**config.mk**
```make
export PLATFORM = sky130hd
export DESIGN_NAME = decimal_string_to_int_parser_flat
export DESIGN_NICKNAME = d
export VERILOG_FILES = /design/src/sv/dsi_pkg.sv /design/src/sv/dsi_if.sv /design/src/sv/decimal_string_to_int_parser.sv /design/src/flat_wrapper.sv
export SDC_FILE = /design/constraint.sdc
export NUM_CORES = 1
export LEC_CHECK = 0
export BUFFER_PORTS_ARGS = -buffer_cell sky130_fd_sc_hd__buf_2
export CAP_MARGIN = 20
export CORE_AREA = 2 2 167 169
export CTS_CLUSTER_SIZE = 8
export DETAILED_ROUTE_END_ITERATION = 10
export DIE_AREA = 0 0 169 171
export PLACE_DENSITY = 0.44
export REMOVE_ABC_BUFFERS = 1
export SYNTH_ARGS = -nofsm -noshare
export SYNTH_HDL_FRONTEND = slang
export SYNTH_SLANG_ARGS = --single-unit
```
**constraint.sdc**
```tcl
create_clock -name clock -period 11 [get_ports clock]
set_input_delay 1.65 -clock clock [delete_from_list [all_inputs] [get_ports clock]]
set_output_delay 1.65 -clock clock [all_outputs]
set_load 0.02 [all_outputs]
```
**src/sv/dsi_pkg.sv**
```systemverilog
`default_nettype none

package dsi_pkg;

   localparam int MAX_CHARS = 11;

   localparam int CH_W      = 8;
   localparam int POS_W     = 8;
   localparam int MAG_W     = 33;
   localparam int ACC_W     = MAG_W + 4;
   localparam int VAL_W     = 32;
   localparam int LIMIT_W   = 8;
   localparam int CSR_IDX_W = 2;
   localparam int CSR_DAT_W = 8;

   localparam logic [CH_W-1:0] CH_NUL   = 8'h00;
   localparam logic [CH_W-1:0] CH_MINUS = 8'h2d;
   localparam logic [CH_W-1:0] CH_ZERO  = 8'h30;
   localparam logic [CH_W-1:0] CH_NINE  = 8'h39;

   localparam logic [POS_W-1:0] POS_MAX  = {POS_W{1'b1}};
   localparam logic [POS_W-1:0] POS_LAST = POS_W'(MAX_CHARS - 1);

   localparam logic [MAG_W-1:0] MAG_CAP    = 33'h1_0000_0000;
   localparam logic [MAG_W-1:0] LIM_WIDE   = 33'h0_7fff_ffff;
   localparam logic [MAG_W-1:0] LIM_NARROW = 33'h0_0000_7fff;

   localparam logic signed [VAL_W-1:0] NARROW_MIN = -32'sd32768;
   localparam logic signed [VAL_W-1:0] NARROW_MAX = 32'sd32767;

   localparam logic [CSR_IDX_W-1:0] CSR_CONVERT_LIMIT = 2'd0;
   localparam logic [CSR_IDX_W-1:0] CSR_ALLOW_ZEROS   = 2'd1;
   localparam logic [CSR_IDX_W-1:0] CSR_NARROW_MODE   = 2'd2;

   typedef enum logic [2:0] {
      PH_START,
      PH_FIRST,
      PH_ZERO1,
      PH_ZEROS,
      PH_DIGITS,
      PH_DONE_OK,
      PH_DONE_FAIL
   } phase_type;

   typedef enum logic [1:0] {
      MAG_KEEP,
      MAG_LOAD,
      MAG_ACC
   } mag_op_type;

endpackage

`default_nettype wire

```
**src/sv/dsi_if.sv**
```systemverilog
`default_nettype none

interface dsi_req_if;
   import dsi_pkg::*;
   logic            valid;
   logic            ready;
   logic [CH_W-1:0] ch;
   modport source (output valid, output ch, input ready);
   modport sink   (input valid, input ch, output ready);
endinterface

interface dsi_rsp_if;
   import dsi_pkg::*;
   logic                    valid;
   logic                    ready;
   logic                    ok;
   logic signed [VAL_W-1:0] value;
   modport source (output valid, output ok, output value, input ready);
   modport sink   (input valid, input ok, input value, output ready);
endinterface

interface dsi_csr_if;
   import dsi_pkg::*;
   logic                 valid;
   logic                 ready;
   logic [CSR_IDX_W-1:0] index;
   logic [CSR_DAT_W-1:0] data;
   modport source (output valid, output index, output data, input ready);
   modport sink   (input valid, input index, input data, output ready);
endinterface

`default_nettype wire

```
**src/sv/decimal_string_to_int_parser.sv**
```systemverilog
// channel   dir   payload                   handshake
// req_chan  in    ch[7:0]                   valid / ready
// rsp_chan  out   ok, value[31:0] signed    valid / ready
// csr_chan  in    index[1:0], data[7:0]     valid / ready
//
// one character per cycle while no terminator waits; a result for an accepted terminator
// passes the input register, then the result register
// a terminator waits in the input register only while the result register holds
// an item not yet taken; other characters never wait
// reset is synchronous: clears phase, position, sign, accumulator, configuration
// and valid flags
`default_nettype none

module decimal_string_to_int_parser (
   input  logic      clock,
   input  logic      reset,
   dsi_req_if.sink   req_chan,
   dsi_rsp_if.source rsp_chan,
   dsi_csr_if.sink   csr_chan
);
   import dsi_pkg::*;

   logic [LIMIT_W-1:0] limit_ff;
   logic               allow_zeros_ff;
   logic               narrow_ff;

   logic               s1_valid_ff;
   logic [CH_W-1:0]    s1_ch_ff;

   phase_type          phase_ff, phase_in;
   logic [POS_W-1:0]   pos_ff, pos_in;
   logic               neg_ff, neg_in;
   logic [MAG_W-1:0]   mag_ff, mag_in;

   logic               rsp_valid_ff, rsp_valid_in;
   logic               rsp_ok_ff, rsp_ok_in;
   logic [VAL_W-1:0]   rsp_value_ff, rsp_value_in;

   logic               term;
   logic               is_digit;
   logic [3:0]         digit;
   logic               rsp_free;
   logic               s1_go;
   logic               fin;
   logic               good;
   logic               set_neg;
   mag_op_type         mag_op;
   logic [ACC_W-1:0]   acc;
   logic [MAG_W-1:0]   lim;
   logic               fits;
   logic [VAL_W-1:0]   mag_lo;

   assign term     = (s1_ch_ff == CH_NUL);
   assign is_digit = (s1_ch_ff >= CH_ZERO) && (s1_ch_ff <= CH_NINE);
   assign digit    = s1_ch_ff[3:0];

   assign rsp_free = !rsp_valid_ff || rsp_chan.ready;
   assign s1_go    = s1_valid_ff && (!term || rsp_free);

   assign req_chan.ready = !reset && (!s1_valid_ff || s1_go);
   assign csr_chan.ready = !reset;

   // configuration
   always_ff @(posedge clock) begin
      if (reset) begin
         limit_ff       <= '0;
         allow_zeros_ff <= 1'b0;
         narrow_ff      <= 1'b0;
      end else if (csr_chan.valid && csr_chan.ready) begin
         if (csr_chan.index == CSR_CONVERT_LIMIT) begin
            limit_ff <= csr_chan.data[LIMIT_W-1:0];
         end
         if (csr_chan.index == CSR_ALLOW_ZEROS) begin
            allow_zeros_ff <= csr_chan.data[0];
         end
         if (csr_chan.index == CSR_NARROW_MODE) begin
            narrow_ff <= csr_chan.data[0];
         end
      end
   end

   // input register
   always_ff @(posedge clock) begin
      if (reset) begin
         s1_valid_ff <= 1'b0;
      end else if (req_chan.ready) begin
         s1_valid_ff <= req_chan.valid;
      end
   end

   always_ff @(posedge clock) begin
      if (req_chan.valid && req_chan.ready) begin
         s1_ch_ff <= req_chan.ch;
      end
   end

   // next phase and step decode
   always_comb begin
      phase_in = phase_ff;
      fin      = 1'b0;
      good     = 1'b0;
      set_neg  = 1'b0;
      mag_op   = MAG_KEEP;
      unique case (phase_ff)
         PH_START, PH_FIRST: begin
            if (phase_ff == PH_START && s1_ch_ff == CH_MINUS) begin
               phase_in = PH_FIRST;
               set_neg  = 1'b1;
            end else if (term) begin
               fin = 1'b1;
            end else if (s1_ch_ff == CH_ZERO) begin
               mag_op   = MAG_LOAD;
               phase_in = (limit_ff == LIMIT_W'(1)) ? PH_DONE_OK : PH_ZERO1;
            end else if (is_digit) begin
               mag_op   = MAG_LOAD;
               phase_in = PH_DIGITS;
            end else begin
               phase_in = PH_DONE_FAIL;
            end
         end
         PH_ZERO1, PH_ZEROS: begin
            if (phase_ff == PH_ZERO1 && term) begin
               fin  = 1'b1;
               good = 1'b1;
            end else if (phase_ff == PH_ZERO1 && !allow_zeros_ff) begin
               phase_in = PH_DONE_FAIL;
            end else if (pos_ff > POS_LAST) begin
               phase_in = PH_DONE_FAIL;
               fin      = term;
            end else if (s1_ch_ff == CH_ZERO) begin
               phase_in = PH_ZEROS;
            end else if (term) begin
               fin  = 1'b1;
               good = 1'b1;
            end else if (is_digit) begin
               mag_op   = MAG_LOAD;
               phase_in = PH_DIGITS;
            end else begin
               phase_in = PH_DONE_FAIL;
            end
         end
         PH_DIGITS: begin
            if (limit_ff != '0 && pos_ff >= POS_W'(limit_ff)) begin
               phase_in = PH_DONE_OK;
               fin      = term;
               good     = 1'b1;
            end else if (term) begin
               fin  = 1'b1;
               good = 1'b1;
            end else if (pos_ff > POS_LAST || !is_digit) begin
               phase_in = PH_DONE_FAIL;
            end else begin
               mag_op = MAG_ACC;
            end
         end
         PH_DONE_OK: begin
            fin  = term;
            good = 1'b1;
         end
         default: begin
            phase_in = PH_DONE_FAIL;
            fin      = term;
         end
      endcase
      if (fin) begin
         phase_in = PH_START;
      end
   end

   // accumulator, sign, position and result
   always_comb begin
      acc    = ({4'b0, mag_ff} << 3) + ({4'b0, mag_ff} << 1) + ACC_W'(digit);
      lim    = (narrow_ff ? LIM_NARROW : LIM_WIDE) + MAG_W'(neg_ff);
      fits   = good && (mag_ff <= lim);
      mag_lo = mag_ff[VAL_W-1:0];

      pos_in = (pos_ff == POS_MAX) ? pos_ff : pos_ff + POS_W'(1);
      neg_in = neg_ff || set_neg;
      unique case (mag_op)
         MAG_LOAD: mag_in = MAG_W'(digit);
         MAG_ACC:  mag_in = (acc > ACC_W'(MAG_CAP)) ? MAG_CAP : acc[MAG_W-1:0];
         default:  mag_in = mag_ff;
      endcase
      if (fin) begin
         pos_in = '0;
         neg_in = 1'b0;
         mag_in = '0;
      end

      rsp_ok_in    = fits;
      rsp_value_in = fits ? (neg_ff ? (VAL_W'(0) - mag_lo) : mag_lo) : '0;
   end

   always_ff @(posedge clock) begin
      if (reset) begin
         phase_ff <= PH_START;
         pos_ff   <= '0;
         neg_ff   <= 1'b0;
         mag_ff   <= '0;
      end else if (s1_go) begin
         phase_ff <= phase_in;
         pos_ff   <= pos_in;
         neg_ff   <= neg_in;
         mag_ff   <= mag_in;
      end
   end

   // result register
   always_comb begin
      rsp_valid_in = rsp_valid_ff && !rsp_chan.ready;
      if (s1_go && fin) begin
         rsp_valid_in = 1'b1;
      end
   end

   always_ff @(posedge clock) begin
      if (reset) begin
         rsp_valid_ff <= 1'b0;
      end else begin
         rsp_valid_ff <= rsp_valid_in;
      end
   end

   always_ff @(posedge clock) begin
      if (s1_go && fin) begin
         rsp_ok_ff    <= rsp_ok_in;
         rsp_value_ff <= rsp_value_in;
      end
   end

   assign rsp_chan.valid = rsp_valid_ff;
   assign rsp_chan.ok    = rsp_ok_ff;
   assign rsp_chan.value = rsp_value_ff;

endmodule

`default_nettype wire

```
**src/flat_wrapper.sv**
```systemverilog
// flat-port wrapper written by rule: the top's interface ports become plain ports
module decimal_string_to_int_parser_flat import dsi_pkg::*;
  (clock, reset, req_chan_valid, req_chan_ch, req_chan_ready, rsp_chan_valid, rsp_chan_ok, rsp_chan_value, rsp_chan_ready, csr_chan_valid, csr_chan_index, csr_chan_data, csr_chan_ready);
  dsi_req_if req_chan_i ();
  dsi_rsp_if rsp_chan_i ();
  dsi_csr_if csr_chan_i ();
  input  logic clock;
  input  logic reset;
  input wire logic [$bits(req_chan_i.valid)-1:0] req_chan_valid;
  input wire logic [$bits(req_chan_i.ch)-1:0] req_chan_ch;
  output wire logic [$bits(req_chan_i.ready)-1:0] req_chan_ready;
  output wire logic [$bits(rsp_chan_i.valid)-1:0] rsp_chan_valid;
  output wire logic [$bits(rsp_chan_i.ok)-1:0] rsp_chan_ok;
  output wire logic [$bits(rsp_chan_i.value)-1:0] rsp_chan_value;
  input wire logic [$bits(rsp_chan_i.ready)-1:0] rsp_chan_ready;
  input wire logic [$bits(csr_chan_i.valid)-1:0] csr_chan_valid;
  input wire logic [$bits(csr_chan_i.index)-1:0] csr_chan_index;
  input wire logic [$bits(csr_chan_i.data)-1:0] csr_chan_data;
  output wire logic [$bits(csr_chan_i.ready)-1:0] csr_chan_ready;
  assign req_chan_i.valid = req_chan_valid;
  assign req_chan_i.ch = req_chan_ch;
  assign req_chan_ready = req_chan_i.ready;
  assign rsp_chan_valid = rsp_chan_i.valid;
  assign rsp_chan_ok = rsp_chan_i.ok;
  assign rsp_chan_value = rsp_chan_i.value;
  assign rsp_chan_i.ready = rsp_chan_ready;
  assign csr_chan_i.valid = csr_chan_valid;
  assign csr_chan_i.index = csr_chan_index;
  assign csr_chan_i.data = csr_chan_data;
  assign csr_chan_ready = csr_chan_i.ready;
  decimal_string_to_int_parser u_core (.clock(clock), .reset(reset), .req_chan(req_chan_i), .rsp_chan(rsp_chan_i), .csr_chan(csr_chan_i));
endmodule
```
==> metrics.md <==
| Metric | Value |
|---|---|
| Status | `finished clean` |
| Post-DP HPWL | `19300 µm` |
| Post-detailed-route DRC marker count | `0` |
| Compound-gate portion of the synthesized area | `0.259` |
| Worst EP arrival | `roughly 4700 ps` |
| Clock Latency Late Sink | `350 ps` |
| Power density cells | `around 78 nW/µm²` |
| Pwr Total | `about 0.74 mW` |
| Core box area | `27300 µm²` |
| Max frequency | `~220 MHz` |
| Clock share of power | `0.399` |
| Row cnt | `between 60 and 70` |
| Gate power share | `0.074` |
| FILL cells | `approximately 2800` |
| Initial Utilization | `0.314` |
| Layout cell share with drive strength beyond 1 | `0.137` |
| Sequential share of the synthesized area | `0.276` |
| XOR/XNOR Fraction of Synth Area | `0.0530` |
| Antenna violations before repair | `0` |
| Pin count of the biggest net entering global routing | `46` |
| Initial DRC count | `440` |
| Critical Path RT | `11240 ps` |
| Final TNS setup | `0 ps` |
| Io pins | `59` |
| Maximum VDD drop | `0.0536 mV` |
| Post-CTS setup buffer count | `0` |
| Via count | `between 7000 and 8000` |
| Global-route wire length before repair | `39300 µm` |
| Area grow syn2layout | `10.1%` |
| Nets@finish | `1146` |
| Crit Path Max Fanout | `32` |
| CTS tree | `done` |
| Final Hold Vio Count | `0` |
| Hold Buf Count CTS | `0` |
| Worst Setup Path Type | `reg2reg` |
| Routed Wire Length | `24800 µm` |
| Leak Pwr | `slightly below 4 nW` |
| WL per Instance | `18.2 µm` |
| Final setup violation count | `0` |
| Cell Area, Synth | `8590 µm²` |
| P_int | `between 0.5 and 0.6 mW` |
| Sequential Power Share | `0.527` |
| Setup ws final | `6510 ps` |
| Synth cell types | `88` |
| Root Buffer | `clkbuf_16` |
| Largest family of logic cells by synthesized area | `compound AO/OA/AOI/OAI gates` |
| Vias in the first global route | `6982` |
| ANT cells | `0` |
| WHS | `460 ps` |
| H-tree levels | `3` |
| Synthesis Warnings | `0` |
| Flop-to-flop setup slack | `6510 ps` |
| EDFF count, synth | `41` |
| Top FF cell, synth | `dfxtp_1` |
| Mux share of post-synthesis cell area | `0.00714` |
| Synth Register Bits | `98` |
| Post-Synth Simple-Gate Area | `0.201` |
| Worst setup SP type | `register` |
| Longest Clk Path Bufs | `2` |
| Die Span Y | `about 170 µm` |
| Gate Count Post-Synth | `between 900 and 1000` |
| Clock transition at the registers of the reported paths | `70 ps` |
| Final ANT Viol Nets | `0` |
| Port-buffer cells | `58` |
| Post-placement setup slack | `6550 ps` |
| Total global routing overflow | `0` |
| Total placed instance area | `9170 µm²` |
| Sinks on Clock Net | `98` |
| Headroom to the max-slew limit | `0.346` |
| Sw Pwr | `0.182 mW` |
| Critical Path Sink Type | `register` |
| Total die area | `28900 µm²` |
| Placed Cells | `1344` |
| Syn avg cell area | `roughly 8.8 µm²` |
| Fin crit period | `4490 ps` |
| Max-slew violation count | `0` |
| PostCTS Resize Cnt | `0` |
| Max_cap viols | `0` |
| Post-Route Skew | `about 9.1 ps` |
| Ys async rst share | `0` |
| Hold crit path type | `reg2reg` |
| Adder-Cell Fraction of Synth Area | `0.166` |
| Final design utilization | `0.346` |
| CTS Buf Count | `9` |
| Vias per cell | `5.47` |
| Finished Cell Area | `around 9500 µm²` |
| Worst Max-Slew Pin Slew | `978 ps` |
| 1st-pass router iterations | `5` |
| Fin crit share | `0.409` |
| Cell Count, Final, Fillers Out | `1361` |
| GRT Util Overall | `0.173` |
| RSZ-0062 raised after global routing | `false` |
| Die width | `169 µm` |
| RD Place Congestion | `0.805` |
| Switching share of power | `0.247` |
[final timing paths]
kind / endpoint / startpoint / cells after the start
min: u_core.limit_ff[6] / u_core.limit_ff[6] / 2
min reg2reg: u_core.limit_ff[6] / u_core.limit_ff[6] / 2
max: u_core.mag_ff[23] / u_core.mag_ff[2] / 14
max reg2reg: u_core.mag_ff[23] / u_core.mag_ff[2] / 14
[placed cells by master, fill, tap and decap left out, types with 10 or more instances in the layout]
| master | count |
|---|---|
| o21a_1 | 11 |
| inv_1 | 29 |
| nand2_1 | 110 |
| nor3_1 | 50 |
| buf_2 | 58 |
| edfxtp_1 | 41 |
| o31ai_1 | 17 |
| or3_1 | 12 |
| xor2_1 | 37 |
| xnor2_1 | 15 |
| nand3_1 | 19 |
| o41ai_2 | 21 |
| a21oi_1 | 71 |
| nand4_1 | 19 |
| a21o_1 | 26 |
| dfxtp_1 | 57 |
| ha_1 | 111 |
| o21ai_0 | 46 |
| nor2_1 | 63 |
| a211oi_1 | 10 |
[cell usage after synthesis (8+ instances only)]
library cell | number | share of area
xor2_1 | 37 | 0.038
nand2_1 | 110 | 0.048
nand4_1 | 19 | 0.014
o21ai_0 | 46 | 0.027
or3_1 | 12 | 0.0087
a21oi_1 | 72 | 0.042
nor3_1 | 50 | 0.029
inv_1 | 29 | 0.013
nand3_1 | 19 | 0.011
or2_2 | 8 | 0.0058
o41ai_1 | 8 | 0.0082
dfxtp_1 | 57 | 0.13
nor2_1 | 64 | 0.028
edfxtp_1 | 41 | 0.14
ha_1 | 111 | 0.16
clkbuf_1 | 32 | 0.014
nand2b_1 | 9 | 0.0066
nor4_1 | 9 | 0.0066
o41ai_2 | 21 | 0.040
a211oi_1 | 10 | 0.0087
a21o_1 | 26 | 0.023
o211ai_1 | 8 | 0.0070
xnor2_1 | 15 | 0.015
o21a_1 | 11 | 0.0096
o31ai_1 | 17 | 0.015
[metal layers]
layer / GRT usage / wire length [µm]
met5: 0 / 0
met3: 0.0252 / 824
met1: 0.231 / 11700
met2: 0.297 / 12000
met4: 0.0331 / 322
[cell families after synthesis]
| family | count (synthesis) |
|---|---|
| flops | 98 |
| compound gates | 288 |
| fa+ha+maj | 113 |
| buf+inv | 74 |
| simple gates | 346 |
| xor+xnor | 52 |
| mux | 6 |
[worst max-delay path: stages, from the launching register on]
cell and delay [ps]:
dfxtp_1 540, inv_1 120, fa_1 570, inv_1 60, ha_1 290, a211oi_2 280
o21a_1 280, nor4b_2 130, or4_4 440, a2111oi_2 380, nand4_1 210, nor4_4 230
a41oi_4 130, buf_4 300, o41ai_1 400
[registers in the layout, indices dropped and copies added (netlist names)]
register               count
u_core.allow_zeros_ff      1
u_core.limit_ff            8
u_core.mag_ff             33
u_core.narrow_ff           1
u_core.neg_ff              1
u_core.phase_ff            3
u_core.pos_ff              8
u_core.rsp_chan.ok         1
u_core.rsp_chan.valid      1
u_core.rsp_chan.value     32
u_core.s1_ch_ff            8
u_core.s1_valid_ff         1
[cell type report]
type                       count  area, µm²  area share
timing repair buffer          66        370      0.0391
multi-input combinational    805       5910       0.624
tap                          346        433      0.0458
clock inverter                 5       32.5     0.00344
clock buffer                  11        233      0.0246
sequential                    98       2370       0.251
inverter                      30        113      0.0119
[power by group through the flow]
stage / clock, mW / combinational (mW) / sequential [mW]
finish: 0.293 / 0.0548 / 0.388
global route: 0.317 / 0.0618 / 0.388
CTS: 0.301 / 0.0541 / 0.387
detailed placement: 0 / 0.0538 / 0.396
global placement: 0 / 0.0547 / 0.396
floorplan: 0 / 0.0334 / 0.394
Power figures use the tool's default switching activity.
